==> src/design/twcw_pkg.sv <==
package twcw_pkg;

  // Screen store geometry.
  localparam int MAX_ROWS    = 64;
  localparam int MAX_COLS    = 128;
  localparam int STORE_DEPTH = MAX_ROWS * MAX_COLS;
  localparam int ADDR_W      = $clog2(STORE_DEPTH);

  // Field widths.
  localparam int CHAR_W     = 8;
  localparam int ROW_W      = 6;
  localparam int COL_W      = 7;
  localparam int CFG_IDX_W  = 3;
  localparam int CFG_DATA_W = 8;

  localparam logic [CHAR_W-1:0] NEWLINE_CODE = 8'd10;
  localparam logic [CHAR_W-1:0] BLANK_CODE   = 8'h20;

  // Largest effective window, the reach of the cursor fields.
  localparam logic [ROW_W:0] ROWS_LIMIT = 7'd64;
  localparam logic [COL_W:0] COLS_LIMIT = 8'd128;

  // Register reset values.
  localparam logic [7:0] SCREEN_COLS_RST = 8'd80;
  localparam logic [5:0] WIN_ROW_ORG_RST = 6'd0;
  localparam logic [6:0] WIN_COL_ORG_RST = 7'd0;
  localparam logic [6:0] WIN_ROWS_RST    = 7'd25;
  localparam logic [7:0] WIN_COLS_RST    = 8'd80;

  typedef enum logic [CFG_IDX_W-1:0] {
    CFG_SCREEN_COLS = 3'd0,
    CFG_WIN_ROW_ORG = 3'd1,
    CFG_WIN_COL_ORG = 3'd2,
    CFG_WIN_ROWS    = 3'd3,
    CFG_WIN_COLS    = 3'd4
  } cfg_idx_e;

  typedef struct packed {
    logic              op;
    logic [CHAR_W-1:0] char_code;
    logic [ROW_W-1:0]  read_row;
    logic [COL_W-1:0]  read_col;
  } twcw_in_t;

  typedef struct packed {
    logic [CHAR_W-1:0] cell_char;
    logic [ROW_W-1:0]  cursor_row;
    logic [COL_W-1:0]  cursor_col;
    logic              did_scroll;
  } twcw_out_t;

  typedef enum logic [3:0] {
    ST_CLEAR,
    ST_IDLE,
    ST_READ,
    ST_RDATA,
    ST_PUT,
    ST_MOVE_RD,
    ST_MOVE_WR,
    ST_BLANK,
    ST_DONE
  } ctrl_state_e;

  typedef enum logic [2:0] {
    ASEL_CLEAR,
    ASEL_READ,
    ASEL_CURSOR,
    ASEL_SRC,
    ASEL_DST,
    ASEL_BOTTOM
  } addr_sel_e;

  typedef enum logic [1:0] {
    WSEL_BLANK,
    WSEL_CHAR,
    WSEL_MOVE
  } wdata_sel_e;

  typedef struct packed {
    logic       accept;
    addr_sel_e  addr_sel;
    wdata_sel_e wdata_sel;
    logic       mem_we;
    logic       mem_re;
    logic       cur_advance;
    logic       scr_start;
    logic       scr_step_move;
    logic       scr_step_blank;
    logic       clr_step;
    logic       load_result;
  } ctl_cmd_t;

  typedef struct packed {
    logic req_is_read;
    logic put_writes;
    logic put_scrolls;
    logic one_row;
    logic col_last;
    logic row_last;
    logic clr_last;
  } dp_sts_t;

endpackage

==> src/design/twcw_ctrl.sv <==
module twcw_ctrl (
  input  logic              clk_i,
  input  logic              rst_ni,
  input  logic              in_valid_i,
  output logic              in_stall_o,
  output logic              out_valid_o,
  input  logic              out_stall_i,
  input  twcw_pkg::dp_sts_t sts_i,
  output twcw_pkg::ctl_cmd_t cmd_o
);
  import twcw_pkg::*;

  ctrl_state_e state_q, state_d;
  logic        out_valid_q, out_valid_d;
  logic        out_free;

  // The result register can take a new value when it is empty or is being taken.
  assign out_free = !out_valid_q || !out_stall_i;

  always_ff @(posedge clk_i or negedge rst_ni) begin
    if (!rst_ni) begin
      state_q     <= ST_CLEAR;
      out_valid_q <= 1'b0;
    end else begin
      state_q     <= state_d;
      out_valid_q <= out_valid_d;
    end
  end

  always_comb begin
    state_d       = state_q;
    cmd_o         = '0;
    cmd_o.addr_sel  = ASEL_CLEAR;
    cmd_o.wdata_sel = WSEL_BLANK;
    in_stall_o    = 1'b1;

    case (state_q)
      ST_CLEAR: begin
        cmd_o.mem_we   = 1'b1;
        cmd_o.clr_step = 1'b1;
        if (sts_i.clr_last) begin
          state_d = ST_IDLE;
        end
      end
      ST_IDLE: begin
        in_stall_o = 1'b0;
        if (in_valid_i) begin
          cmd_o.accept = 1'b1;
          state_d      = ST_PUT;
        end
      end
      ST_READ: begin
        cmd_o.addr_sel = ASEL_READ;
        cmd_o.mem_re   = 1'b1;
        state_d        = ST_RDATA;
      end
      ST_RDATA: begin
        if (out_free) begin
          cmd_o.load_result = 1'b1;
          state_d           = ST_IDLE;
        end else begin
          state_d = ST_DONE;
        end
      end
      ST_PUT: begin
        if (sts_i.req_is_read) begin
          state_d = ST_READ;
        end else begin
          cmd_o.addr_sel    = ASEL_CURSOR;
          cmd_o.wdata_sel   = WSEL_CHAR;
          cmd_o.mem_we      = sts_i.put_writes;
          cmd_o.cur_advance = 1'b1;
          if (sts_i.put_scrolls) begin
            cmd_o.scr_start = 1'b1;
            state_d = sts_i.one_row ? ST_BLANK : ST_MOVE_RD;
          end else if (out_free) begin
            cmd_o.load_result = 1'b1;
            state_d           = ST_IDLE;
          end else begin
            state_d = ST_DONE;
          end
        end
      end
      ST_MOVE_RD: begin
        cmd_o.addr_sel = ASEL_SRC;
        cmd_o.mem_re   = 1'b1;
        state_d        = ST_MOVE_WR;
      end
      ST_MOVE_WR: begin
        cmd_o.addr_sel      = ASEL_DST;
        cmd_o.wdata_sel     = WSEL_MOVE;
        cmd_o.mem_we        = 1'b1;
        cmd_o.scr_step_move = 1'b1;
        state_d = (sts_i.col_last && sts_i.row_last) ? ST_BLANK : ST_MOVE_RD;
      end
      ST_BLANK: begin
        cmd_o.addr_sel       = ASEL_BOTTOM;
        cmd_o.wdata_sel      = WSEL_BLANK;
        cmd_o.mem_we         = 1'b1;
        cmd_o.scr_step_blank = 1'b1;
        if (sts_i.col_last) begin
          if (out_free) begin
            cmd_o.load_result = 1'b1;
            state_d           = ST_IDLE;
          end else begin
            state_d = ST_DONE;
          end
        end
      end
      ST_DONE: begin
        if (out_free) begin
          cmd_o.load_result = 1'b1;
          state_d           = ST_IDLE;
        end
      end
      default: begin
        state_d = ST_IDLE;
      end
    endcase
  end

  always_comb begin
    out_valid_d = out_valid_q;
    if (cmd_o.load_result) begin
      out_valid_d = 1'b1;
    end else if (!out_stall_i) begin
      out_valid_d = 1'b0;
    end
  end

  assign out_valid_o = out_valid_q;

endmodule

==> config.mk <==
export PLATFORM = sky130hd
export DESIGN_NAME = twcw_ctrl
export DESIGN_NICKNAME = d
export VERILOG_FILES = /design/src/design/twcw_pkg.sv /design/src/design/twcw_ctrl.sv
export SDC_FILE = /design/constraint.sdc
export NUM_CORES = 1
export LEC_CHECK = 0
export BUFFER_PORTS_ARGS = -buffer_cell sky130_fd_sc_hd__buf_2
export CAP_MARGIN = 20
export CORE_AREA = 2 2 39 41
export CTS_CLUSTER_SIZE = 40
export DETAILED_ROUTE_END_ITERATION = 8
export DIE_AREA = 0 0 41 43
export PLACE_DENSITY = 0.79
export SYNTH_ARGS = -nofsm -noshare
export SYNTH_HDL_FRONTEND = slang
export SYNTH_SLANG_ARGS = --single-unit
==> constraint.sdc <==
create_clock -name clk_i -period 3.6 [get_ports clk_i]
set_clock_uncertainty 0.15 [all_clocks]
set_input_delay 0.36 -clock clk_i [delete_from_list [all_inputs] [get_ports clk_i]]
set_output_delay 0.36 -clock clk_i [all_outputs]
set_load 0.02 [all_outputs]
==> impl_metrics.env <==
export IMPL_drc=0
export IMPL_htree_levels=1
export IMPL_syn_nets=78
export IMPL_ys_warn_count=0
export IMPL_cts_resized=0
export IMPL_wl_um=1210
export IMPL_insertion_delay_ns=0.24
export IMPL_critical_path_required_ns=3.09
export IMPL_synth_top_flop_cell="dfrtp_1"
export IMPL_ios=27
export IMPL_met2_wirelength_um=566
export IMPL_rows=14
export IMPL_cts_tree="built"
export IMPL_antenna_found_initial=0
export IMPL_rsz0062_at_grt="no"
export IMPL_cp_start_kind="flip-flop"
export IMPL_ys_types=29
export IMPL_root_buffer="clkbuf_4"
export IMPL_status="completed"
export IMPL_leakage_nw=0.310
export IMPL_fin_area_um2=629
export IMPL_num_fill_cells=149
export IMPL_avgRoutedWirePerCell_um=11.3
export IMPL_period_needed_ns=2.54
export IMPL_synth_area_per_cell_um2=7.23
export IMPL_antenna_cells=0
export IMPL_ir_worst_vdd_v=0.000488
export IMPL_reg2reg_to="state_q[3]"
export IMPL_syn_area_um2=484
export IMPL_place_gp_congestion=0.798
export IMPL_end_kind="output pin"
export IMPL_seq_area_frac_synth=0.258
export IMPL_rr_startpoint="state_q[0]"
export IMPL_syn_inst=67
export IMPL_nets=103
export IMPL_avgViaCountPerCell=5.50
export IMPL_initial_core_util=0.350
export IMPL_drv_cap=0
export IMPL_ant_nets=0
export IMPL_crit_fanout=18
export IMPL_reg2reg_slack_ns=1.75
export IMPL_tightestPinTransition_ns=0.490
export IMPL_dr_wl_met3_um=69
export IMPL_drt_met1_wl_um=578
export IMPL_period_share=0.706
export IMPL_finalSetupViolations=0
export IMPL_cts_sinks=5
export IMPL_dr_max_layer_used="met3"
export IMPL_min_from="out_stall_i"
export IMPL_vias=588
export IMPL_synth_edf_count=0
export IMPL_reg2regPathDepth=4
export IMPL_worstHoldPathCells=3
export IMPL_tns_ns=0
export IMPL_crit_arrival_ns=2.03
export IMPL_hold_end="out_valid_o"
export IMPL_die_w_um=41
export IMPL_grt_total_usage=0.152
export IMPL_fp_dieH_um=43
export IMPL_syn_to_final_growth_pct=30.0
export IMPL_fmax_mhz=393
export IMPL_grt_pass1_wl_um=1880
export IMPL_finalMaxSlewViolations=0
export IMPL_drive_gt1_frac=0.341
export IMPL_max_slew_margin_rel=0.673
export IMPL_hold_viol=0
export IMPL_hpwlAfterDp_um=896
export IMPL_core_area_um2=1380
export IMPL_grt_pass1_vias=471
export IMPL_clk_pin_slew_ns=0.04
export IMPL_min_path_type="input port to flip-flop"
export IMPL_path_class="flip-flop to output pin"
export IMPL_async_flop_share=1.00
export IMPL_p_per_area_nw_per_um2=902
export IMPL_cts_buffer_depth=2
export IMPL_numPortBuffers=26
export IMPL_grt_max_degree=19
export IMPL_numCtsBuffers=3
export IMPL_dr_first_iter_drc_count=10
export IMPL_die_area_um2=1760
export IMPL_synth_seq_cells=5
export IMPL_dpl_cell_area_um2=593
export IMPL_grt_overflow_total=0
export IMPL_first_pass_iters=4
==> cells in the final DEF (no fill, tap or decap) <==
master and instances:
buf_2 26, o41ai_1 1, nor4b_1 1, a211o_1 1, dlygate4sd3_1 1, and3_1 1
nor2_1 5, a21oi_1 3, nand3_1 4, nand2_1 9, clkbuf_1 1, nor4_1 2
o21ai_0 3, clkbuf_4 3, a32oi_1 1, a211oi_1 3, and2_1 1, a31oi_1 2
nor3_1 2, o211ai_1 2, or3_1 2, a22oi_1 1, nor2b_1 2, nand2b_1 2
dfrtp_1 5, o22a_1 1, a21oi_2 1, o21a_1 1, inv_1 3, or4b_4 1
==> area by class of cell <==
class / count / area [um2] / area share
clock buffer: 4 / 26.3 / 0.0417
inverter: 3 / 11.3 / 0.0179
multi-input combinational: 52 / 307 / 0.487
sequential: 5 / 125 / 0.199
tap: 16 / 20.0 / 0.0318
timing repair buffer: 27 / 140 / 0.223
==> synthesized netlist by cell type (2+ instances only) <==
cell type | n | share of area
nor2b_1 | 2 | 0.026
dfrtp_1 | 5 | 0.26
o211ai_1 | 2 | 0.031
nor3_1 | 2 | 0.021
nand3_1 | 4 | 0.041
nand2b_1 | 2 | 0.026
o21ai_0 | 3 | 0.031
nor4_1 | 2 | 0.026
nand2_1 | 9 | 0.070
or3_1 | 2 | 0.026
clkbuf_1 | 4 | 0.031
inv_1 | 3 | 0.023
a211oi_1 | 3 | 0.047
nor2_1 | 5 | 0.039
buf_4 | 2 | 0.031
a31oi_1 | 2 | 0.026
a21oi_1 | 3 | 0.031
==> stage by stage <==
| step | utilization | hold WS [ns] | cells | total power, mW | setup WS (ns) |
|---|---|---|---|---|---|
| finish | 0.455 | 0.270 | 107 | 0.568 | 1.06 |
| global route | 0.455 | 0.288 | 107 | 0.626 | 0.925 |
| CTS | 0.455 | 0.264 | 107 | 0.572 | 1.05 |
| detailed placement | 0.429 | 0.0298 | 102 | 0.501 | 1.31 |
| global placement | 0.429 | 0.0273 | 102 | 0.495 | 1.33 |
| floorplan | - | -0.0856 | 67 | 0.424 | 1.30 |
==> flip-flops by register name, summed over array words and instances (netlist names) <==
register / cells
out_valid_o: 1
state_q: 4
==> metal layers <==
metal / track usage / vias to the layer above
met5: 0 / -
met4: 0.0800 / 0
met3: 0.0157 / 0
met2: 0.206 / 19
met1: 0.226 / 276
li1: - / 293
==> critical path, cell delays in order (launching register included) <==
cell     delay, ns
dfrtp_1       0.55
or4b_4        0.61
o22a_1        0.19
o21a_1        0.20
a21oi_2       0.10
buf_2         0.16
==> power by group <==
group / total (mW) / switching [mW] / internal [mW] / leakage (nW)
Combinational: 0.352 / 0.219 / 0.133 / 0.232
Clock: 0.0625 / 0.0207 / 0.0418 / 0.0150
Sequential: 0.153 / 0.0733 / 0.0796 / 0.0627
Total: 0.568 / 0.313 / 0.255 / 0.310
==> kinds of logic after synthesis <==
| group | Yosys count | share of synthesized area |
|---|---|---|
| buf+inv | 10 | 0.109 |
| simple gates | 32 | 0.346 |
| compound gates | 20 | 0.287 |
| flops | 5 | 0.258 |
==> worst max-delay path by stage <==
stage,from,cells past startpoint,slack [ns],endpoint
detailed placement,state_q[0],5,1.31,cmd_o[0]
CTS,state_q[0],5,1.05,cmd_o[0]
global placement,state_q[0],5,1.33,cmd_o[0]
floorplan,state_q[1],3,1.30,cmd_o[4]
global route,state_q[0],5,0.92,cmd_o[0]
finish,state_q[0],5,1.06,cmd_o[0]
==> what timing repair did <==
item,CTS,global route
hold endpoints to repair,5,0
hold buffers,1,0
setup buffers,0,0
Note: power is estimated with default switching activity, not from simulation.
